$ cat src/hw/rtl/delimiter_character_stuffer_core_assert.svh
// Assertion macros for the delimiter character stuffer.
// Included by RTL files that carry concurrent checks; no other dependencies.
`ifndef DELIMITER_CHARACTER_STUFFER_CORE_ASSERT_SVH
`define DELIMITER_CHARACTER_STUFFER_CORE_ASSERT_SVH
`ifndef NO_ASSERTIONS
// Clocked check, disabled while the active-low reset is asserted.
`define DCS_ASSERT(lbl, clk, rst_n, prop) \
	lbl: assert property (@(posedge clk) disable iff (!rst_n) prop) \
		else $error("dcs assertion failed");
// Clocked check that also holds during reset.
`define DCS_ASSERT_NORST(lbl, clk, prop) \
	lbl: assert property (@(posedge clk) prop) else $error("dcs assertion failed");
`else
`define DCS_ASSERT(lbl, clk, rst_n, prop)
`define DCS_ASSERT_NORST(lbl, clk, prop)
`endif
`endif

$ cat src/hw/rtl/dcs_pkg.sv
// Shared types, constants and helpers for the delimiter character stuffer.
// No dependencies; imported by every module of the block.
package dcs_pkg;

	localparam int MaxDelim = 8;
	localparam int DelimW   = 8 * MaxDelim;
	localparam int CfgIdxW  = 2;
	localparam int QDepth   = 4;
	localparam int QPtrW    = 2;
	localparam int QCntW    = 3;
	localparam int WinW     = DelimW - 8;

	typedef enum logic [CfgIdxW-1:0] {
		CFG_DELIM_BYTES = 2'd0,
		CFG_DELIM_LEN   = 2'd1,
		CFG_START_MARK  = 2'd2,
		CFG_END_MARK    = 2'd3
	} cfg_idx_t;

	// Live configuration; len is already clamped to 1..MaxDelim.
	typedef struct packed {
		logic [DelimW-1:0] delim;
		logic [3:0]        len;
		logic [7:0]        start_mark;
		logic [7:0]        end_mark;
	} dcs_cfg_t;

	// One classified input item, front to back.
	typedef struct packed {
		logic [7:0] data;
		logic       opens_frame;
		logic       match;
		logic       last;
	} dcs_cmd_t;

	function automatic logic [3:0] eff_len(input logic [3:0] raw);
		logic [3:0] r;
		r = raw;
		if (raw == 4'd0) r = 4'd1;
		else if (raw > 4'(MaxDelim)) r = 4'(MaxDelim);
		return r;
	endfunction

endpackage

$ cat src/hw/rtl/dcs_front.sv
// Front end: accepts input transfers, tracks the match window, classifies.
// Depends on dcs_pkg.
module dcs_front import dcs_pkg::*; (
	input  logic       clk,
	input  logic       arst_n,
	input  dcs_cfg_t   cfg,
	input  logic       in_valid,
	output logic       in_ready,
	input  logic [7:0] data_byte,
	input  logic       message_end,
	input  logic       q_full,
	output logic       q_push,
	output dcs_cmd_t   q_cmd
);

	logic [WinW-1:0]   window_q;
	logic [3:0]        since_q;
	logic              start_q;
	logic [WinW-1:0]   win_eff;
	logic [3:0]        since_eff;
	logic [DelimW-1:0] hist;
	logic [3:0]        count;
	logic              match;
	logic [2:0]        ago;

	assign in_ready = !q_full;
	assign q_push   = in_valid && in_ready;

	// a new frame starts with an empty window
	assign win_eff   = start_q ? '0 : window_q;
	assign since_eff = start_q ? 4'd0 : since_q;
	assign hist      = {win_eff, data_byte};
	assign count     = (since_eff >= 4'(MaxDelim)) ? 4'(MaxDelim) : since_eff + 4'd1;

	always_comb begin
		match = (count >= cfg.len);
		ago   = '0;
		for (int k = 0; k < MaxDelim; k++) begin
			ago = 3'(cfg.len - 4'd1 - 4'(k));
			if ((4'(k) < cfg.len) && (hist[ago*8 +: 8] != cfg.delim[k*8 +: 8])) begin
				match = 1'b0;
			end
		end
	end

	assign q_cmd.data        = data_byte;
	assign q_cmd.opens_frame = start_q;
	assign q_cmd.match       = match;
	assign q_cmd.last        = message_end;

	always_ff @(posedge clk or negedge arst_n) begin
		if (!arst_n) begin
			window_q <= '0;
			since_q  <= 4'(MaxDelim);
			start_q  <= 1'b1;
		end else if (q_push) begin
			window_q <= hist[WinW-1:0];
			since_q  <= match ? 4'd0 : count;
			start_q  <= message_end;
		end
	end

endmodule

$ cat src/hw/rtl/dcs_queue.sv
// Short command queue between front and back ends.
// Depends on dcs_pkg.
module dcs_queue import dcs_pkg::*; (
	input  logic     clk,
	input  logic     arst_n,
	input  logic     push,
	input  dcs_cmd_t push_cmd,
	output logic     full,
	input  logic     pop,
	output dcs_cmd_t head,
	output logic     empty
);

	dcs_cmd_t         mem_q [QDepth];
	logic [QPtrW-1:0] wr_ptr_q;
	logic [QPtrW-1:0] rd_ptr_q;
	logic [QCntW-1:0] cnt_q;

	assign full  = (cnt_q == QCntW'(QDepth));
	assign empty = (cnt_q == '0);
	assign head  = mem_q[rd_ptr_q];

	always_ff @(posedge clk) begin
		if (push) begin
			mem_q[wr_ptr_q] <= push_cmd;
		end
	end

	always_ff @(posedge clk or negedge arst_n) begin
		if (!arst_n) begin
			wr_ptr_q <= '0;
			rd_ptr_q <= '0;
			cnt_q    <= '0;
		end else begin
			if (push) wr_ptr_q <= wr_ptr_q + 1'b1;
			if (pop)  rd_ptr_q <= rd_ptr_q + 1'b1;
			if (push && !pop)      cnt_q <= cnt_q + 1'b1;
			else if (pop && !push) cnt_q <= cnt_q - 1'b1;
		end
	end

endmodule

$ cat src/hw/rtl/dcs_back.sv
// Back end: expands queued commands into the stuffed byte stream.
// Depends on dcs_pkg and delimiter_character_stuffer_core_assert.svh.
`include "delimiter_character_stuffer_core_assert.svh"
module dcs_back import dcs_pkg::*; (
	input  logic       clk,
	input  logic       arst_n,
	input  dcs_cfg_t   cfg,
	input  dcs_cmd_t   head,
	input  logic       q_empty,
	output logic       q_pop,
	output logic       out_valid,
	input  logic       out_ready,
	output logic [7:0] out_byte,
	output logic       run_last,
	output logic       frame_end
);

	typedef enum logic [5:0] {
		ST_HEAD  = 6'b000001,
		ST_ODLM  = 6'b000010,
		ST_DATA  = 6'b000100,
		ST_MDLM  = 6'b001000,
		ST_CDLM  = 6'b010000,
		ST_EMARK = 6'b100000
	} st_t;

	st_t        st_q, st_d;
	logic [2:0] k_q, k_d;
	logic       adv, emit, k_end, done;
	logic [7:0] nxt_byte, delim_k;
	logic       nxt_fend;
	logic       out_valid_q, run_last_q, frame_end_q;
	logic [7:0] out_byte_q;

	// output register frees whenever it is empty or being taken
	assign adv     = !out_valid_q || out_ready;
	assign emit    = adv && !q_empty;
	assign delim_k = cfg.delim[k_q*8 +: 8];
	assign k_end   = ({1'b0, k_q} == (cfg.len - 4'd1));

	always_comb begin
		st_d     = st_q;
		k_d      = k_q;
		nxt_byte = head.data;
		nxt_fend = 1'b0;
		done     = 1'b0;
		case (st_q)
			ST_HEAD, ST_DATA: begin
				if ((st_q == ST_HEAD) && head.opens_frame) begin
					nxt_byte = cfg.start_mark;
					st_d     = ST_ODLM;
					k_d      = '0;
				end else begin
					nxt_byte = head.data;
					k_d      = '0;
					if (head.match)     st_d = ST_MDLM;
					else if (head.last) st_d = ST_CDLM;
					else                done = 1'b1;
				end
			end
			ST_ODLM: begin
				nxt_byte = delim_k;
				if (k_end) st_d = ST_DATA;
				else       k_d  = k_q + 3'd1;
			end
			ST_MDLM: begin
				nxt_byte = delim_k;
				if (!k_end) begin
					k_d = k_q + 3'd1;
				end else if (head.last) begin
					st_d = ST_CDLM;
					k_d  = '0;
				end else begin
					done = 1'b1;
				end
			end
			ST_CDLM: begin
				nxt_byte = delim_k;
				if (k_end) st_d = ST_EMARK;
				else       k_d  = k_q + 3'd1;
			end
			ST_EMARK: begin
				nxt_byte = cfg.end_mark;
				nxt_fend = 1'b1;
				done     = 1'b1;
			end
			default: begin
				st_d = ST_HEAD;
			end
		endcase
		if (done) st_d = ST_HEAD;
	end

	assign q_pop = emit && done;

	always_ff @(posedge clk or negedge arst_n) begin
		if (!arst_n) begin
			st_q        <= ST_HEAD;
			k_q         <= '0;
			out_valid_q <= 1'b0;
		end else begin
			if (adv)  out_valid_q <= !q_empty;
			if (emit) begin
				st_q <= st_d;
				k_q  <= k_d;
			end
		end
	end

	always_ff @(posedge clk) begin
		if (emit) begin
			out_byte_q  <= nxt_byte;
			run_last_q  <= done;
			frame_end_q <= nxt_fend;
		end
	end

	assign out_valid = out_valid_q;
	assign out_byte  = out_byte_q;
	assign run_last  = run_last_q;
	assign frame_end = frame_end_q;

	`DCS_ASSERT(a_pop_marks_last, clk, arst_n, q_pop |=> out_valid && run_last)
	`DCS_ASSERT(a_fend_is_last, clk, arst_n, out_valid && frame_end |-> run_last)
	`DCS_ASSERT(a_mid_run_busy, clk, arst_n, out_valid && !run_last |-> st_q != ST_HEAD)

endmodule

$ cat src/hw/rtl/delimiter_character_stuffer_core.sv
// Delimiter character stuffer, top level: config registers, front, queue, back.
// Depends on dcs_pkg, dcs_front, dcs_queue, dcs_back.
//
// Usage:
//  - Input channel (in_valid/in_ready): one message byte per transfer,
//    message_end set on the last byte of a message.
//  - Output channel (out_valid/out_ready): one frame byte per transfer;
//    run_last flags the final byte caused by an input, frame_end the end mark.
//  - Frame: start mark, delimiter, message bytes (each delimiter occurrence
//    doubled), delimiter, end mark.
//  - Config port: cfg_write_en/cfg_index/cfg_data write a register at once;
//    write only while the block is idle.
//  - Path: an accepted input is written into the queue, and the back end
//    then loads the output register from the queue head.
//  - Throughput: the back end emits one byte per cycle unless out_ready stalls it;
//    an input adds 1+len bytes on frame open, len on a doubled delimiter and
//    len+1 on message end. Inputs go back to back into a 4-entry queue until full.
//  - A stalled receiver holds the output register; the queue keeps filling.
//  - Reset: registers return to defaults (length 1, marks S and E), the queue
//    empties and the next byte opens a new frame.
module delimiter_character_stuffer_core import dcs_pkg::*; (
	input  logic               clk,
	input  logic               arst_n,
	input  logic               cfg_write_en,
	input  logic [CfgIdxW-1:0] cfg_index,
	input  logic [DelimW-1:0]  cfg_data,
	input  logic               in_valid,
	output logic               in_ready,
	input  logic [7:0]         data_byte,
	input  logic               message_end,
	output logic               out_valid,
	input  logic               out_ready,
	output logic [7:0]         out_byte,
	output logic               run_last,
	output logic               frame_end
);

	logic [DelimW-1:0] delim_q;
	logic [3:0]        len_q;
	logic [7:0]        start_mark_q;
	logic [7:0]        end_mark_q;
	dcs_cfg_t          cfg;

	logic     q_full, q_empty, q_push, q_pop;
	dcs_cmd_t q_cmd, q_head;

	// register file; the length is clamped once here for both ends
	always_ff @(posedge clk or negedge arst_n) begin
		if (!arst_n) begin
			delim_q      <= '0;
			len_q        <= 4'd1;
			start_mark_q <= 8'd83;
			end_mark_q   <= 8'd69;
		end else if (cfg_write_en) begin
			case (cfg_idx_t'(cfg_index))
				CFG_DELIM_BYTES: delim_q      <= cfg_data;
				CFG_DELIM_LEN:   len_q        <= cfg_data[3:0];
				CFG_START_MARK:  start_mark_q <= cfg_data[7:0];
				CFG_END_MARK:    end_mark_q   <= cfg_data[7:0];
				default: begin
				end
			endcase
		end
	end

	assign cfg.delim      = delim_q;
	assign cfg.len        = eff_len(len_q);
	assign cfg.start_mark = start_mark_q;
	assign cfg.end_mark   = end_mark_q;

	// front: match detection and classification
	dcs_front u_front (
		.clk         (clk),
		.arst_n      (arst_n),
		.cfg         (cfg),
		.in_valid    (in_valid),
		.in_ready    (in_ready),
		.data_byte   (data_byte),
		.message_end (message_end),
		.q_full      (q_full),
		.q_push      (q_push),
		.q_cmd       (q_cmd)
	);

	// decouples input acceptance from output bursts
	dcs_queue u_queue (
		.clk      (clk),
		.arst_n   (arst_n),
		.push     (q_push),
		.push_cmd (q_cmd),
		.full     (q_full),
		.pop      (q_pop),
		.head     (q_head),
		.empty    (q_empty)
	);

	// back: byte sequencer with registered output
	dcs_back u_back (
		.clk       (clk),
		.arst_n    (arst_n),
		.cfg       (cfg),
		.head      (q_head),
		.q_empty   (q_empty),
		.q_pop     (q_pop),
		.out_valid (out_valid),
		.out_ready (out_ready),
		.out_byte  (out_byte),
		.run_last  (run_last),
		.frame_end (frame_end)
	);

endmodule
$ cat config.mk
export PLATFORM = sky130hd
export DESIGN_NAME = delimiter_character_stuffer_core
export DESIGN_NICKNAME = d
export VERILOG_FILES = /design/src/hw/rtl/dcs_pkg.sv /design/src/hw/rtl/dcs_front.sv /design/src/hw/rtl/dcs_queue.sv /design/src/hw/rtl/dcs_back.sv /design/src/hw/rtl/delimiter_character_stuffer_core.sv
export VERILOG_INCLUDE_DIRS = /design/src /design/src/hw/rtl
export SDC_FILE = /design/constraint.sdc
export NUM_CORES = 1
export LEC_CHECK = 0
export BUFFER_PORTS_ARGS = -buffer_cell sky130_fd_sc_hd__buf_4
export CORE_MARGIN = 2
export CORE_UTILIZATION = 25
export CTS_BUF_LIST = sky130_fd_sc_hd__clkbuf_16
export DETAILED_ROUTE_END_ITERATION = 8
export PLACE_DENSITY = 0.4
export SETUP_SLACK_MARGIN = 0.4
export SYNTH_ARGS = -nofsm -noshare
export SYNTH_HDL_FRONTEND = slang
export SYNTH_SLANG_ARGS = --single-unit
$ cat constraint.sdc
create_clock -name clk -period 5.3 [get_ports clk]
set_input_delay 1.06 -clock clk [delete_from_list [all_inputs] [get_ports clk]]
set_output_delay 1.06 -clock clk [all_outputs]
set_load 0.005 [all_outputs]
# --- Yosys cells after proc, flatten, opt, wreduce, memory -nomap -nowiden ---
# Memories as Yosys holds them, arrays and structs flattened.
# Index checks and enable logic that the tools add are counted.
word_totals:
  output_inout_bits: 12
  in_bits: 80
  word_cells: 148
  ramBits: 44
  reg_bits: 172
  mem_count: 1
memory_table:
  columns: ["name", "depth", "width", "rd", "rd_ports_with_merged_regs", "wr", "line", "source"]
  rows:
  - ["u_queue.mem_q", 4, 11, 1, 0, 1, "dcs_queue.sv:14", "dcs_cmd_t mem_q [QDepth];"]
op_classes:
  shift: 9
  reduce_logical: 34
  muxes: 38
  eq_ne: 25
  addsub: 14
  order_cmp: 11
op_table:
  columns: ["operator", "count"]
  rows:
  - ["variable part select 64 x 7 -> 8 bit", 9]
  - ["inequality test 8 bit", 8]
  - ["2-to-1 mux 56 bit", 1]
  - ["2-to-1 mux 6 bit", 7]
  - ["case mux 6 bit (5 select lines)", 1]
  - ["case mux 8 bit (3 select lines)", 1]
  - ["2-to-1 mux 4 bit", 5]
  - ["less-than comparator 3 x 4 -> 1 bit, first input constant", 4]
  - ["2-to-1 mux 1 bit", 15]
  - ["2-to-1 mux 3 bit", 5]
  - ["logical AND 1 bit", 14]
  - ["subtractor 3 bit, second input constant", 4]
  - ["inequality test 3 x 1 -> 1 bit, second input constant", 3]
  - ["case mux 3 bit (3 select lines)", 1]
  - ["less-than comparator 1 x 4 -> 1 bit, first input constant", 2]
  - ["less-than comparator 2 x 4 -> 1 bit, first input constant", 2]
  - ["2-to-1 mux 8 bit", 1]
  - ["AND reduction 2 bit", 4]
  - ["adder 3 x 1 -> 3 bit, second input constant", 2]
  - ["== test 6 x 1 -> 1 bit, second input constant", 1]
  - ["== test 6 x 2 -> 1 bit, second input constant", 1]
  - ["== test 6 x 3 -> 1 bit, second input constant", 1]
  - ["== test 6 x 4 -> 1 bit, second input constant", 1]
  - ["== test 6 x 5 -> 1 bit, second input constant", 1]
  - ["other kinds (28)", 37]

# --- Longest topological paths before layout ---
logic_depth:
  word_depth: 16
  depth_mapped: 22
  depth_no_buf: 15

# --- By module ---
# Synthesis repeated with hierarchy kept, for this count alone.
unflattened:
  hier_cells: 1152
  area_unflattened_um2: 13023.7
by_module_without_submodules:
  columns: ["mod", "cells_per_inst", "seq_area_each_um2", "n_inst", "area_per_inst_um2"]
  rows:
  - ["dcs_front", 736, 1529.0, 1, 6145.9]
  - ["delimiter_character_stuffer_core", 184, 2112.0, 1, 3195.6]
  - ["dcs_queue", 91, 1496.4, 1, 1986.9]
  - ["dcs_back", 141, 551.8, 1, 1695.4]

# --- Least setup slack after synthesis ---
# Ideal clock, no wire load.
synth_path:
  path_kind: "register to register"
  from: "register len_q[3]"
  to: "register u_queue.cnt_q[1]"
  path_stages_with_launch: 20
  arrival_ns: 4.624
  slack_ns: 0.551
  required_ns: 5.175
  cell_sequence: "dfrtp_1 -> inv_1 -> buf_2 -> clkbuf_1 -> nand2_1 -> ha_1 -> buf_2 -> buf_2 -> buf_1 -> clkbuf_1 -> buf_1 -> xor2_1 -> nor3_1 -> a21oi_1 -> o21bai_1 -> nand2_1 -> ha_1 -> inv_1 -> fa_1 -> mux2_2"
synth_via:
  elab_chain_len: 11
synth_lines:
  columns: ["item", "line", "source"]
  rows:
  - ["start, declared", "delimiter_character_stuffer_core.sv:39", "logic [3:0] len_q;"]
  - ["start signal, assigned", "delimiter_character_stuffer_core.sv:57", "CFG_DELIM_LEN: len_q <= cfg_data[3:0];"]
  - ["> comparator 4 bit", "dcs_pkg.sv:40", "else if (raw > 4'(MaxDelim)) r = 4'(MaxDelim);"]
  - ["2-to-1 mux 4 bit", "dcs_pkg.sv:40", null]
  - ["2-to-1 mux 4 bit (*)", "dcs_pkg.sv:39", "if (raw == 4'd0) r = 4'd1;"]
  - ["subtractor 4 x 1 -> 4 bit (*)", null, null]
  - ["== test 3 x 4 -> 1 bit (*)", "dcs_back.sv:39", "assign k_end = ({1'b0, k_q} == (cfg.len - 4'd1));"]
  - ["2-to-1 mux 1 bit (*)", "dcs_back.sv:68", "if (!k_end) begin"]
  - ["case mux 1 bit (3 select lines) (*)", "dcs_back.sv:47", "case (st_q)"]
  - ["named net u_back.done", "dcs_back.sv:29", "logic adv, emit, k_end, done;"]
  - ["logical AND 1 bit (*)", "dcs_back.sv:94", "assign q_pop = emit && done;"]
  - ["zero test 1 bit", "dcs_queue.sv:37", "if (push && !pop) cnt_q <= cnt_q + 1'b1;"]
  - ["logical AND 1 bit", "dcs_queue.sv:37", null]
  - ["2-to-1 mux 3 bit or nonzero test 2 bit (tied branches)", null, null]
  - ["end signal, assigned", "dcs_queue.sv:37", null]
  - ["end signal, assigned", "dcs_queue.sv:38", "else if (pop && !push) cnt_q <= cnt_q - 1'b1;"]
  - ["end, declared", "dcs_queue.sv:17", "logic [QCntW-1:0] cnt_q;"]
# The timed path passes the listed nets; every way through them passes the cells marked *.
# A chain may end at the register's enable or synchronous reset.

# --- Final worst setup path ---
layout_path:
  from: "register len_q[1]"
  to: "memory u_queue.mem_q[0][1] (netlist bit), data pin"
layout_via:
  elab_chain_len: 15
layout_lines:
  columns: ["item", "line", "source"]
  rows:
  - ["> comparator 4 bit", "dcs_pkg.sv:40", null]
  - ["2-to-1 mux 4 bit", "dcs_pkg.sv:40", null]
  - ["2-to-1 mux 4 bit (*)", "dcs_pkg.sv:39", null]
  - ["subtractor 4 x 1 -> 4 bit", "dcs_front.sv:39", "ago = 3'(cfg.len - 4'd1 - 4'(k));"]
  - ["subtractor 3 x 1 -> 3 bit or variable part select 64 x 7 -> 8 bit (tied branches)", "dcs_front.sv:39, dcs_front.sv:40", null]
  - ["variable part select 64 x 7 -> 8 bit or inequality test 8 bit (tied branches)", "dcs_front.sv:40", "if ((4'(k) < cfg.len) && (hist[ago*8 +: 8] != cfg.delim[k*8 +: 8])) begin"]
  - ["inequality test 8 bit or logical AND 1 bit (tied branches)", "dcs_front.sv:40", null]
  - ["logical AND 1 bit or 2-to-1 mux 1 bit (tied branches)", "dcs_front.sv:40", null]
  - ["2-to-1 mux 1 bit (6 in series)", "dcs_front.sv:40", null]
  - ["2-to-1 mux 1 bit (*)", "dcs_front.sv:40", null]
  - ["named net u_front.match", "dcs_front.sv:23", "logic match;"]
  - ["end, declared", "dcs_queue.sv:14", null]
# Marks and branches as above.

==> impl_metrics.json <==
{
  "outcome": "finished, final reports clean",
  "portBuffers": 91,
  "maxCapViolations": 0,
  "crit_path_end_kind": "register",
  "tightestPinTransition_ns": 1.06,
  "clock-sinks": 216,
  "powerDensity_nw_per_um2": 524,
  "drt_iter0_markers": 1141,
  "synthDominantCellAreaShare": 0.277,
  "p_leak_nw": 6.13,
  "die_area_um2": 56400,
  "grt_pass1_vias": 11600,
  "path_buf_inv": 3,
  "n_antenna_cell": 0,
  "clockPowerShare": 0.198,
  "r2r_end": "u_queue.mem_q[0][1]$_DFFE_PP_",
  "synth_cell_types": 83,
  "crit_path_max_incr_delay_ns": 0.63,
  "critical_path.startpoint_type": "register",
  "clk_latency_ns": 0.58,
  "vias": 11800,
  "clock-root-buffer": "clkbuf_16",
  "synth-edff-count": 54,
  "place_congestion": 0.976,
  "crit_top_cell": "nand2_1",
  "maxSlewViolCount": 0,
  "grt_remaining_overflow": 0,
  "synth-simple-area-share": 0.142,
  "ys_top_cells_by_area": "dfrtp_1 (28%), edfxtp_1 (12%), mux2_2 (8.7%), mux4_2 (5.3%), nand2_1 (4.3%)",
  "core_area_um2": 53800,
  "cpLargestDelayFamily": "simple AND/OR/NAND/NOR gates",
  "place_hpwl_um": 42400,
  "die_w_um": 237,
  "avgSynthCellArea_um2": 10.2,
  "synth_compound_area_frac": 0.175,
  "fin_crit_ns": 4.67,
  "critical_path_arrival_ns": 5.10,
  "syn2layout_area_growth_pct": 17.4,
  "vias_per_cell": 5.54,
  "hold_class": "register to register",
  "worstPathCellList": "buf_4, nand2_1, ha_2, buf_12, nand2_1, o2bb2ai_1, xor2_1, nor4_1, o22ai_1, and4b_1, nand2_1, nor3_1, buf_4",
  "wl_met2_um": 26000,
  "worstHoldEndpoint": "u_queue.cnt_q[2]$_DFFE_PN0P_",
  "netSwitchingFraction": 0.445,
  "start_util": 0.253,
  "reg2reg_depth": 13,
  "intPower_mw": 4.65,
  "antenna_found_initial": 0,
  "dr.max_layer_used": "met4",
  "cts_max_level": 1,
  "grt_start_max_net_pins": 97,
  "grt_usage": 0.204,
  "slew_headroom": 0.285,
  "finalCritPeriodShare": 0.881,
  "grt_setup_unrepaired": "no",
  "numCtsBuffers": 26,
  "crit_required_ns": 5.73,
  "wl_met3_um": 3900,
  "drt-met1-wl_um": 25000,
  "final_util": 0.297,
  "fill_cells": 5638,
  "synth-xor-area-share": 0.0553,
  "finClkSkew_ns": 0.0256,
  "routedWlPerCell_um": 27.3,
  "grt_pass1_wl_um": 84500,
  "ant_nets": 0,
  "netlist_instances": 1333,
  "synth_nets": 1426,
  "dr.pass1.iters": 5,
  "yosysTopAreaCell": "dfrtp_1",
  "comb_power_share": 0.473,
  "clkTransAtPathRegs_ns": 0.06,
  "max_freq_mhz": 214,
  "drive_gt1_frac": 0.244,
  "route.detailed.drc": 0,
  "ctsLongestPathBuffers": 3,
  "cts_tree": "built",
  "rrSetupSlack_ns": 0.63,
  "ys_seq_elements": 216,
  "hold_buffers": 0,
  "die_h_um": 237,
  "holdPathStages": 1,
  "r2r-start": "len_q[1]$_DFFE_PN0P_",
  "synth_warnings": 0,
  "num_rows": 85,
  "finalWirelength_um": 58000,
  "finalHoldViolCount": 0,
  "setup_viol": 0,
  "path_class": "register to register",
  "synth_fa_ha_area_frac": 0.0125,
  "yosysSeqAreaShare": 0.418,
  "synth.area.mux_share": 0.160,
  "crit_slowest_cell": "ha_2",
  "layout.nets": 1500,
  "num_io_pins": 92,
  "synth_common_cells": "nand2_1 (157), dfrtp_1 (151), mux2_2 (105), o21ai_0 (102), edfxtp_1 (54)",
  "min_from": "u_queue.cnt_q[2]$_DFFE_PN0P_",
  "ys.flop_type": "dfrtp_1",
  "ir_drop_mv": 0.245,
  "worstPathMaxFanout": 43,
  "synth.most_common_cell": "nand2_1",
  "netlist_area_um2": 13600,
  "synthArstFlopShare": 0.750,
  "tns_ns": 0,
  "synth_top_family_by_area": "compound AO/OA/AOI/OAI gates",
  "switchingPower_mw": 3.73,
  "pwr-share-seq": 0.329
}
-- worst max-delay path by stage --
stage                    startpoint                              to  slack, ns  cells after the start
2_1_floorplan  len_q[3]$_DFFE_PN0P_    u_queue.cnt_q[1]$_DFFE_PN0P_       0.55                     19
3_3_place_gp   len_q[0]$_DFFE_PN1P_  u_front.since_q[2]$_DFFE_PN0P_       0.40                     12
3_5_place_dp   len_q[0]$_DFFE_PN1P_  u_front.since_q[0]$_DFFE_PN0P_       0.50                     12
4_1_cts        len_q[0]$_DFFE_PN1P_  u_front.since_q[0]$_DFFE_PN0P_       0.49                     12
5_1_grt        len_q[1]$_DFFE_PN0P_   u_queue.mem_q[0][1]$_DFFE_PP_       0.41                     15
6_report       len_q[1]$_DFFE_PN0P_   u_queue.mem_q[0][1]$_DFFE_PP_       0.63                     13
-- power by group through the flow --
| stage | logic [mW] | clock network, mW | registers [mW] |
|---|---|---|---|
| finish | 3.96 | 1.66 | 2.75 |
| global route | 4.25 | 1.78 | 2.80 |
| CTS | 3.93 | 1.73 | 2.74 |
| detailed placement | 3.92 | 0 | 2.77 |
| global placement | 3.93 | 0 | 2.77 |
| floorplan | 2.54 | 0 | 2.50 |
-- layout by cell type (no fill, tap or decap), drive strengths merged, types with 11 or more instances in the layout --
master,count
mux2i,27
dfstp,11
xor2,34
a22o,14
a32oi,22
o22ai,14
nand3,47
o21ai,105
nand4,17
nand2b,12
mux2,106
o221ai,13
and3,13
mux4,32
inv,32
nor3b,11
buf,141
a21oi,51
a31oi,18
nor3,11
dfrtp,151
nor2b,33
a22oi,18
nor2,34
nand2,158
edfxtp,54
xnor2,52
ha,12
clkbuf,27
-- flip-flops by register name, indices dropped and copies added, names as in the netlist --
name	flops
delim_q	64
u_back.frame_end	1
u_back.out_valid	1
u_queue.mem_q	44
u_back.out_byte	8
u_back.k_q	3
u_front.start_q	1
u_queue.cnt_q	3
u_back.st_q	6
u_front.since_q	4
end_mark_q	8
u_front.window_q	56
start_mark_q	8
u_queue.wr_ptr_q	2
u_back.run_last	1
u_queue.rd_ptr_q	2
len_q	4
-- through the flow --
step                setup slack [ns]  cells  hold slack [ns]  power, mW  cell area [um2]
floorplan                      0.551   1333            0.456       5.04            13600
global route                   0.412   2122            0.512       8.84            16000
CTS                            0.489   2120            0.495       8.40            16000
global placement               0.397   2073            0.486       6.70            15200
detailed placement             0.505   2073            0.483       6.68            15200
finish                         0.629   2122            0.494       8.38            16000
-- layer usage --
layer | track usage | vias up
met5 | 0 | -
met4 | 0.0890 | 0
met3 | 0.0330 | 151
met2 | 0.323 | 497
met1 | 0.276 | 5907
li1 | - | 5201
-- layout make-up --
| cell class | count | area [um2] | area share |
|---|---|---|---|
| multi-input combinational | 999 | 7460 | 0.467 |
| sequential | 216 | 5690 | 0.356 |
| timing repair buffer | 141 | 1100 | 0.0688 |
| tap | 696 | 871 | 0.0544 |
| clock buffer | 27 | 676 | 0.0422 |
| clock inverter | 20 | 108 | 0.00673 |
| inverter | 23 | 86.3 | 0.00540 |
-- logic make-up (layout without fill, tap and decap cells) --
group / after synthesis / after routing
and+or+nand+nor: 385 / 385
muxes: 165 / 165
xor gates and xnor gates: 86 / 86
AOI/OAI and AO/OA: 349 / 350
buffers and inverters: 119 / 211
adders and majority gates: 13 / 13
DFF: 216 / 216
-- what timing repair did --
action                     4_1_cts  5_1_grt
gates resized for setup          0        3
hold endpoints to repair         0        0
setup endpoints to repair        0        8
buffers inserted                 0        1
Power figures use the tool's default switching activity.
